===== src/rtl/qdsr_pkg.sv =====
// Shared types, constants and the transition table for the dual quadrature decoder.
// No dependencies; every module in rtl/ imports this package.
package qdsr_pkg;

    localparam int unsigned PosW  = 32;
    localparam int unsigned TimeW = 32;
    localparam int unsigned PinW  = 2;
    localparam int unsigned StepW = 3;

    localparam logic [TimeW-1:0] GapReset = 32'd500;

    localparam logic signed [StepW-1:0] StepSkip = 3'sd2;

    typedef logic signed [StepW-1:0] t_step;
    typedef logic [PinW-1:0]         t_pins;

    // Per-encoder status handed to the top level on each processed word.
    typedef struct packed {
        logic                   significant;
        logic signed [PosW-1:0] position;
    } t_trk_status;

    // Raw step for an old/new pin pair; 2 marks a skipped (double) transition.
    function automatic t_step step_lookup(input t_pins old_pins, input t_pins new_pins);
        t_step s;
        case ({old_pins, new_pins})
            4'd0:    s = 3'sd0;
            4'd1:    s = 3'sd1;
            4'd2:    s = -3'sd1;
            4'd3:    s = 3'sd2;
            4'd4:    s = -3'sd1;
            4'd5:    s = 3'sd0;
            4'd6:    s = 3'sd2;
            4'd7:    s = 3'sd1;
            4'd8:    s = 3'sd1;
            4'd9:    s = 3'sd2;
            4'd10:   s = 3'sd0;
            4'd11:   s = -3'sd1;
            4'd12:   s = 3'sd2;
            4'd13:   s = -3'sd1;
            4'd14:   s = 3'sd1;
            4'd15:   s = 3'sd0;
            default: s = 3'sd0;
        endcase
        return s;
    endfunction

endpackage


===== src/rtl/qdsr_track.sv =====
// One encoder channel: step lookup, skip/reversal correction, position and history.
// Depends on qdsr_pkg.
module qdsr_track (
    input  logic                         i_clk,
    input  logic                         i_rst_n,
    input  logic                         i_advance,
    input  qdsr_pkg::t_pins              i_pins,
    input  logic [qdsr_pkg::TimeW-1:0]   i_now_us,
    input  logic [qdsr_pkg::TimeW-1:0]   i_gap_threshold_us,
    output qdsr_pkg::t_trk_status        o_status
);
    import qdsr_pkg::*;

    t_pins                   r_last_pins;
    logic [TimeW-1:0]        r_last_time;
    t_step                   r_p1;
    t_step                   r_p2;
    logic signed [PosW-1:0]  r_position;

    logic                    w_changed;
    logic                    w_sig;
    logic [TimeW-1:0]        w_elapsed;
    logic signed [StepW:0]   w_sum;
    t_step                   w_raw;
    t_step                   w_step;
    logic signed [PosW-1:0]  n_position;

    always_comb begin
        w_changed = i_pins != r_last_pins;
        w_elapsed = i_now_us - r_last_time;
        w_sig     = w_changed && (w_elapsed > i_gap_threshold_us);
        w_sum     = {r_p1[StepW-1], r_p1} + {r_p2[StepW-1], r_p2};
        w_raw     = step_lookup(r_last_pins, i_pins);
        w_step    = w_raw;
        if (w_raw == StepSkip) begin
            if (r_p1 < 0 && r_p2 < 0) begin
                w_step = -3'sd2;
            end else if (r_p1 <= 0 || r_p2 <= 0) begin
                w_step = 3'sd0;
            end
        end else if (w_sum > 4'sd2 && w_raw == -3'sd1) begin
            w_step = 3'sd3;
        end else if (w_sum < -4'sd2 && w_raw == 3'sd1) begin
            w_step = -3'sd3;
        end
        n_position = w_changed ? r_position + PosW'(w_step) : r_position;
    end

    always_ff @(posedge i_clk) begin
        if (!i_rst_n) begin
            r_last_pins <= '0;
            r_last_time <= '0;
            r_p1        <= '0;
            r_p2        <= '0;
            r_position  <= '0;
        end else if (i_advance && w_changed) begin
            r_last_pins <= i_pins;
            r_last_time <= i_now_us;
            r_position  <= n_position;
            if (w_sig) begin
                r_p2 <= r_p1;
                r_p1 <= w_step;
            end
        end
    end

    assign o_status.significant = w_sig;
    assign o_status.position    = n_position;

endmodule


===== src/rtl/dual_quadrature_decoder_skip_recovery.sv =====
// Top level of the dual quadrature decoder with skipped-step recovery.
// Depends on qdsr_pkg and qdsr_track (one instance per encoder).
//
// Each input word is one sample of two encoders' A/B pins plus a microsecond
// timestamp. The word is captured in an input register; when the output
// register is free or draining, the two channel trackers look up the step,
// correct skipped and reversed steps from the two recorded earlier steps and
// update position. When either encoder changed after more than
// gap_threshold_us microseconds (elapsed time taken modulo 2^32), one output
// word carrying both positions is loaded into the output register; otherwise
// the sample yields no output. A word is accepted every cycle while the
// output side keeps up; each word passes through the input register, the
// single table-lookup-and-add pass and the output register. Write the
// threshold only while the block is idle; its port is always ready.
module dual_quadrature_decoder_skip_recovery (
    input  logic                                i_clk,
    input  logic                                i_rst_n,
    // configuration write channel
    input  logic                                i_cfg_valid,
    output logic                                o_cfg_ready,
    input  logic [qdsr_pkg::TimeW-1:0]          i_cfg_gap_threshold_us,
    // input channel
    input  logic                                i_in_valid,
    output logic                                o_in_ready,
    input  logic [qdsr_pkg::PinW-1:0]           i_pins_0,
    input  logic [qdsr_pkg::PinW-1:0]           i_pins_1,
    input  logic [qdsr_pkg::TimeW-1:0]          i_now_us,
    // output channel
    output logic                                o_out_valid,
    input  logic                                i_out_ready,
    output logic signed [qdsr_pkg::PosW-1:0]    o_position_0,
    output logic signed [qdsr_pkg::PosW-1:0]    o_position_1
);
    import qdsr_pkg::*;

    logic [TimeW-1:0]       r_gap;
    logic                   r_in_valid;
    t_pins                  r_pins_0;
    t_pins                  r_pins_1;
    logic [TimeW-1:0]       r_now;
    logic                   r_out_valid;
    logic signed [PosW-1:0] r_pos_0;
    logic signed [PosW-1:0] r_pos_1;

    logic                   w_fire;
    logic                   w_any;
    t_trk_status            w_st_0;
    t_trk_status            w_st_1;

    // Process the held word when the output register is free or draining.
    assign w_fire      = r_in_valid && (!r_out_valid || i_out_ready);
    assign w_any       = w_st_0.significant || w_st_1.significant;
    assign o_in_ready  = !r_in_valid || w_fire;
    assign o_cfg_ready = 1'b1;

    // Threshold register.
    always_ff @(posedge i_clk) begin
        if (!i_rst_n) begin
            r_gap <= GapReset;
        end else if (i_cfg_valid) begin
            r_gap <= i_cfg_gap_threshold_us;
        end
    end

    // Input register: hold the word until the trackers consume it.
    always_ff @(posedge i_clk) begin
        if (!i_rst_n) begin
            r_in_valid <= 1'b0;
        end else if (o_in_ready) begin
            r_in_valid <= i_in_valid;
        end
    end

    always_ff @(posedge i_clk) begin
        if (i_in_valid && o_in_ready) begin
            r_pins_0 <= i_pins_0;
            r_pins_1 <= i_pins_1;
            r_now    <= i_now_us;
        end
    end

    qdsr_track u_trk_0 (
        .i_clk              (i_clk),
        .i_rst_n            (i_rst_n),
        .i_advance          (w_fire),
        .i_pins             (r_pins_0),
        .i_now_us           (r_now),
        .i_gap_threshold_us (r_gap),
        .o_status           (w_st_0)
    );

    qdsr_track u_trk_1 (
        .i_clk              (i_clk),
        .i_rst_n            (i_rst_n),
        .i_advance          (w_fire),
        .i_pins             (r_pins_1),
        .i_now_us           (r_now),
        .i_gap_threshold_us (r_gap),
        .o_status           (w_st_1)
    );

    // Output register: load on a significant change, drop the word otherwise.
    always_ff @(posedge i_clk) begin
        if (!i_rst_n) begin
            r_out_valid <= 1'b0;
        end else if (w_fire) begin
            r_out_valid <= w_any;
        end else if (i_out_ready) begin
            r_out_valid <= 1'b0;
        end
    end

    always_ff @(posedge i_clk) begin
        if (w_fire && w_any) begin
            r_pos_0 <= w_st_0.position;
            r_pos_1 <= w_st_1.position;
        end
    end

    assign o_out_valid  = r_out_valid;
    assign o_position_0 = r_pos_0;
    assign o_position_1 = r_pos_1;

    // Never overwrite a result that is still waiting.
    a_no_overwrite: assert property (@(posedge i_clk) disable iff (!i_rst_n)
        r_out_valid && !i_out_ready |-> !w_fire)
        else $error("result overwritten while stalled");

    // A significant change always produces a result next cycle.
    a_result_on_sig: assert property (@(posedge i_clk) disable iff (!i_rst_n)
        w_fire && w_any |=> r_out_valid)
        else $error("significant change lost");

    // A processed word without a significant change leaves no result behind.
    a_no_spurious: assert property (@(posedge i_clk) disable iff (!i_rst_n)
        w_fire && !w_any |=> !r_out_valid)
        else $error("result without significant change");

    // An empty input register always takes a new word.
    a_ready_when_empty: assert property (@(posedge i_clk) disable iff (!i_rst_n)
        !r_in_valid |-> o_in_ready)
        else $error("input stalled while empty");

endmodule

===== config.mk =====
export PLATFORM = sky130hd
export DESIGN_NAME = dual_quadrature_decoder_skip_recovery
export DESIGN_NICKNAME = d
export VERILOG_FILES = /design/src/rtl/qdsr_pkg.sv /design/src/rtl/qdsr_track.sv /design/src/rtl/dual_quadrature_decoder_skip_recovery.sv
export SDC_FILE = /design/constraint.sdc
export NUM_CORES = 1
export LEC_CHECK = 0
export BUFFER_PORTS_ARGS = -buffer_cell sky130_fd_sc_hd__buf_2
export CAP_MARGIN = 10
export CELL_PAD_IN_SITES_DETAIL_PLACEMENT = 0
export CELL_PAD_IN_SITES_GLOBAL_PLACEMENT = 1
export CORE_MARGIN = 4
export CORE_UTILIZATION = 42
export DETAILED_ROUTE_END_ITERATION = 10
export PLACE_DENSITY = 0.82
export SLEW_MARGIN = 25
export SYNTH_ARGS = -nofsm -noshare
export SYNTH_HDL_FRONTEND = slang
export SYNTH_SLANG_ARGS = --single-unit

===== constraint.sdc =====
create_clock -name i_clk -period 6.05 [get_ports i_clk]
set_input_delay 0.3025 -clock i_clk [delete_from_list [all_inputs] [get_ports i_clk]]
set_output_delay 0.3025 -clock i_clk [all_outputs]
set_load 0.01 [all_outputs]

==> results.cfg, run 1 <==
[critical_path]
crit_type = flop to flop
crit_fanout = 64
crit_buf_inv = 3
critPathMaxStageDelay_ns = 0.49
slowest_stage = buf_6
cp_common_cell = a21oi_1
worstRegToRegCells = 21
path_cells = inv_1 > ha_1 > inv_1 > fa_1 > a21oi_1 > o211ai_1 > o41ai_2 > a21oi_1 > o311a_1 > o21ai_0 > o21bai_1 > a21oi_1 > xnor2_1 > ha_1 > nand4_1 > nor3_1 > a221oi_1 > o21ai_0 > o211ai_1 > nand2_2 > buf_6
endpoint_kind = flop
critPathTopFamily = compound AO/OA/AOI/OAI gates
critPathRequiredTime_ns = 6.23
crit_cells = 21
arrival_ns = 5.64
worstSetupStartpointType = flop

[route]
wl_met3_um = 2211
drc = 0
initialDrtViolationCount = 973
wl_met2_um = 21260
dr.pass1.iters = 4
vias = 15630
drt_wl_total_um = 46800
avgViaCountPerCell = 5.338
highest_layer = met4
drt-met1-wl_um = 22340
ant_nets = 0
wl_per_cell_um = 15.99

[global_routing]
grt_first_pass_wirelength_um = 76530
grt_pass1_vias = 15270
antenna_found_initial = 0
grt_max_degree = 86
grt_usage = 0.1957
grt_overflow = 0

[clocking]
h-tree-depth = 2
clk_pin_slew_ns = 0.06
numCtsBuffers = 34
cts_num_sinks = 278
root_buffer = clkbuf_16
cts_tree = yes
cts_setup_buffers = 0
clock_path_buffers = 3
worstSkewPairLatency_ns = 0.56

[min_path]
hold_class = input pin to flop
min_path_cells = 3

[power]
powerDensity_nw_per_um2 = 301.5
power.leakage_nw = 9.010
vdd_drop_max_mv = 0.1563
p_total_mw = 6.468

[floorplan]
die_area_um2 = 47150
die_w_um = 217.1
start_util = 0.4255
rows = 76
die_height_um = 217.1
ios = 140
core_area_um2 = 43170

[placement]
io_buffers = 138
dpl.hpwl_um = 33040
globalplace.congestion = 0.8722

[logic_synthesis]
yosysSeqAreaShare = 0.3574
ys.flop_type = dfxtp_1
synth_top_area_frac = 0.1940
syn_inst = 2140
synth_area_leader_cell = dfxtp_1
yosysMostFrequentCell = nand2_1
yosysWarnings = 0
synth_edf_count = 100
synth.area.top_cells = dfxtp_1, edfxtp_1, ha_1
async_reset_ff_frac = 0
syn_area_um2 = 18370
synth.avg_cell_area_um2 = 8.585
ys_seq_elements = 278
syn-num-nets = 2423
synth_commonest_cells = nand2_1, a21oi_1, ha_1
synth_cell_type_count = 75

[timing]
relSlewSlack = 0.3553
period_share = 0.9019
skew_ns = 0.01733
finalMaxSlewViolations = 0
tightest_slew_ns = 0.9670
fin_crit_ns = 5.456
timing.fmax_mhz = 183.3
fin_setup_tns_ns = 0
setup_viol = 0
rsz0062_at_grt = no
hold_viol_final = 0

[finish]
insertedDiodeCount = 0
finalNetCount = 2599
fin_util = 0.4969
n_fill_cell = 4124
syn_to_final_growth_pct = 16.76
layout-drive-gt1-share = 0.1183

[outcome]
outcome = complete, no violations

[job]
cap_violations = 0
## cells by family (layout without fill, tap and decap cells)
group / after synthesis / count (layout) / share of synthesized area
xor gates and xnor gates: 117 / 117 / 0.05578
and+or+nand+nor: 670 / 670 / 0.1615
buffers and inverters: 219 / 421 / 0.04529
other: 1 / 1 / 0.0002041
muxes: 65 / 65 / 0.03807
DFF: 278 / 278 / 0.3574
adders and majority gates: 210 / 210 / 0.1455
AOI/OAI and AO/OA: 580 / 580 / 0.1963
## where the power goes
part           switching [mW]  total [mW]  leakage, nW  internal, mW
clock network           0.851        2.06        0.555          1.21
registers               0.111        2.31         2.41          2.20
logic                    1.23        2.10         6.05         0.868
total                    2.19        6.47         9.01          4.27
## path summary, 6_finish.rpt
| kind | from | to | slack (ns) |
|---|---|---|---|
| setup / recovery | r_now[0]$_DFFE_PP_ | o_position_1[14]$_DFFE_PP_ | 0.59 |
| hold / removal | i_cfg_gap_threshold_us[3] | r_gap[3]$_SDFFE_PN0P_ | 0.03 |
| setup reg to reg | r_now[0]$_DFFE_PP_ | o_position_1[14]$_DFFE_PP_ | 0.59 |
| hold reg to reg | u_trk_1.r_last_time[24]$_SDFFE_PN0P_ | u_trk_1.r_last_time[24]$_SDFFE_PN0P_ | 0.45 |
## per-stage QoR
step,area (µm²),std cells,hold slack [ns],setup slack [ns]
6_report,21450,2927,0.02585,0.5936
3_3_place_gp,19650,2800,0.4426,0.4938
3_5_place_dp,19650,2800,0.4465,0.3101
2_1_floorplan,18370,2140,0.4014,0.4884
4_1_cts,21440,2927,0.009707,0.2432
5_1_grt,21450,2927,0.05778,0.1328
## per-layer routing
layer | vias up | track usage
li1 | 7962 | -
met1 | 7316 | 0.2614
met2 | 286 | 0.3284
met3 | 61 | 0.03560
met4 | 0 | 0.05194
met5 | - | 0
## worst min-delay path, stage by stage
cell and delay (ns):
buf_2 0.08, mux2i_1 0.06, nor2_1 0.09
## sequential cells by signal, indices dropped and copies added (netlist names), 3 cells and up
register,flops
u_trk_1.r_last_time,32
u_trk_1.r_p1,3
u_trk_0.r_position,32
o_position_1,32
u_trk_0.r_p2,3
r_gap,32
u_trk_1.r_p2,3
u_trk_0.r_last_time,32
o_position_0,32
u_trk_0.r_p1,3
u_trk_1.r_position,32
r_now,32
## repair_timing
| action | CTS | global route |
|---|---|---|
| endpoints found under the setup margin | 0 | 64 |
| gates resized for setup | 0 | 2 |
| endpoints found under the hold margin | 65 | 0 |
| hold buffers | 65 | 0 |
## area by class of cell
class | count | area (µm²) | area share
multi-input cells | 1643 | 11020 | 0.5138
clock inverters | 20 | 190.2 | 0.008866
flip-flops and latches | 278 | 6566 | 0.3061
inverters | 139 | 524.3 | 0.02444
repair buffers | 220 | 1475 | 0.06877
clock buffers | 42 | 942.2 | 0.04392
well taps | 585 | 732.0 | 0.03412
## layout by cell type (no fill, tap or decap), drive strengths merged, types with 10 or more instances in the layout
cell,n
o21bai,25
nand4,27
nor3,18
nor2,110
o211ai,20
xor2,43
mux2,29
nand2,377
clkinv,10
dlygate4sd3,65
a211oi,25
edfxtp,100
buf,155
inv,144
nand2b,19
and3,19
a31oi,18
ha,204
clkbuf,42
a21o,69
dfxtp,178
mux2i,35
o21a,20
o21ai,74
nor2b,19
a21oi,264
xnor2,74
nand3,34
No activity file was read; power rests on OpenSTA's default activity.
==> run 2, diff against run 1 <==
Settings changed: CORE_UTILIZATION 42 to 45, PLACE_DENSITY 0.82 to 0.83, SETUP_SLACK_MARGIN from default to 0.3.
Clock period 6.05 ns to 5.25 ns, I/O delays scaled along.
==> results.cfg, run 2 (synthesized netlist as in run 1, its figures left out) <==
[job]
cap_violations = 0

[clocking]
numCtsBuffers = 34
clk_pin_slew_ns = 0.07
h-tree-depth = 2
cts_tree = yes
worstSkewPairLatency_ns = 0.54
root_buffer = clkbuf_16
cts_num_sinks = 278
clock_path_buffers = 3

[floorplan]
die_area_um2 = 44120
core_area_um2 = 40010
ios = 140
start_util = 0.4592
die_w_um = 210.1
rows = 73
die_height_um = 210.1

[timing]
period_share = 0.9404
timing.fmax_mhz = 202.6
setup_viol = 0
fin_crit_ns = 4.937
hold_viol_final = 0
tightest_slew_ns = 1.046
skew_ns = 0.02168
layout_setup_ws_ns = 0.3131
finalMaxSlewViolations = 0
relSlewSlack = 0.3026
rsz0062_at_grt = yes

[route]
avgViaCountPerCell = 5.458
initialDrtViolationCount = 797
ant_nets = 0
dr.pass1.iters = 5
drc = 0
vias = 15850
wl_per_cell_um = 16.96
drt_wl_total_um = 49240

[finish]
final_area_um2 = 21960
multi_input_area_um2 = 11270
syn_to_final_growth_pct = 19.55
layout-drive-gt1-share = 0.1454
final_common_cell = nand2_1
n_fill_cell = 3690
final_cell_mix = nand2_1, a21oi_1, ha_1
insertedDiodeCount = 0
fin_util = 0.5490
regArea_um2 = 6566
layoutNonFillerInstCount = 2904
finalNetCount = 2637

[min_path]
hold_class = input pin to flop
min_from = i_cfg_gap_threshold_us[4]
min_path_cells = 3
min_to = r_gap[4]$_SDFFE_PN1P_

[global_routing]
antenna_found_initial = 0
grt_max_degree = 85
grt_overflow = 0
grt_usage = 0.2134
grt_pass1_vias = 15360
grt_first_pass_wirelength_um = 78180

[critical_path]
r2r_start = r_now[0]$_DFFE_PP_
crit_type = flop to flop
endpoint_kind = flop
worstRegToRegCells = 23
crit_fanout = 6
r2r_setup_slack_ns = 0.31
arrival_ns = 5.24
critPathRequiredTime_ns = 5.55
r2r_end = o_position_0[11]$_DFFE_PP_
worstSetupStartpointType = flop

[placement]
place_ws_ns = -0.06626
dpl.hpwl_um = 33400
place_inst = 2746
io_buffers = 138
dpl-instance-area_um2 = 19730
globalplace.congestion = 0.9140

[power]
powerDensity_nw_per_um2 = 342.9
power.leakage_nw = 9.240
vdd_drop_max_mv = 0.2617

[outcome]
outcome = complete, no violations
[run 2: cell types whose count changed in the layout (fill, tap and decap cells not counted), sizes merged]
cell         delta
buf            +30
dlygate4sd3     +1
clkinvlp        +1
bufinv          -2
a311o           +2
clkbuf          +6
clkinv          +1
nand2           +1
inv             -3
[run 2: power breakdown]
group	internal [mW]	switching (mW)	total [mW]
clock	1.28	0.958	2.24
combinational	1.12	1.51	2.63
sequential	2.53	0.127	2.66
total	4.93	2.60	7.53
[run 2: what timing repair did]
item	in CTS	in global routing
gates resized for setup	6	45
gates cloned	0	9
hold buffers	66	0
endpoints found under the setup margin	75	96
setup buffers	4	18
pin swaps	4	27
hold endpoints to repair	66	0
[run 2: area by class of cell]
cell class / instances / share of cell area
well taps: 525 / 0.02991
inverters: 139 / 0.02387
clock inverters: 17 / 0.004501
clock buffers: 44 / 0.04324
repair buffers: 255 / 0.08631
multi-input cells: 1646 / 0.5132
flip-flops and latches: 278 / 0.2990
[run 2: worst max path at each step]
stage / from / to / slack (ns) / cells after the start
2_1_floorplan: r_now[0]$_DFFE_PP_ / o_position_0[0]$_DFFE_PP_ / 0.30 / 20
3_3_place_gp: r_now[0]$_DFFE_PP_ / o_position_1[13]$_DFFE_PP_ / 0.1 / 21
3_5_place_dp: r_now[0]$_DFFE_PP_ / o_position_1[12]$_DFFE_PP_ / -0.07 / 21
4_1_cts: r_now[0]$_DFFE_PP_ / o_position_0[0]$_DFFE_PP_ / 0.35 / 24
5_1_grt: r_now[0]$_DFFE_PP_ / o_position_1[30]$_DFFE_PP_ / 0.09 / 23
6_report: r_now[0]$_DFFE_PP_ / o_position_0[11]$_DFFE_PP_ / 0.31 / 23
[run 2: metal layers]
metal / vias up / share of wire / track usage
met2: 318 / 0.45 / 0.3471
met5: - / 0 / 0
met3: 85 / 0.043 / 0.02872
met1: 7416 / 0.48 / 0.2955
li1: 8030 / - / -
met4: 0 / 0.029 / 0.07066
[run 2: critical path, cell delays in order, from the launching register on]
cell and delay (ns):
edfxtp_1 0.42, inv_2 0.10, ha_4 0.13, inv_2 0.03
fa_2 0.35, a21oi_2 0.16, o211ai_1 0.18, o41ai_2 0.32
buf_4 0.19, a21oi_4 0.07, o311a_1 0.42, o21ai_2 0.21
o21bai_1 0.08, a21oi_1 0.17, xnor2_1 0.10, ha_1 0.30
nand4_1 0.10, nor3_2 0.25, nand3_1 0.13, or3_1 0.32
o211ai_1 0.08, buf_4 0.21, nand2_8 0.15, clkbuf_16 0.19
[run 2: through the flow]
step	power (mW)	TNS [ns]	hold slack, ns
2_1_floorplan	4.449	0	0.3614
3_3_place_gp	5.065	0	0.4417
3_5_place_dp	5.108	-3.218	0.4406
4_1_cts	7.444	0	0.006297
5_1_grt	8.008	0	0.02230
6_report	7.531	0	0.03474
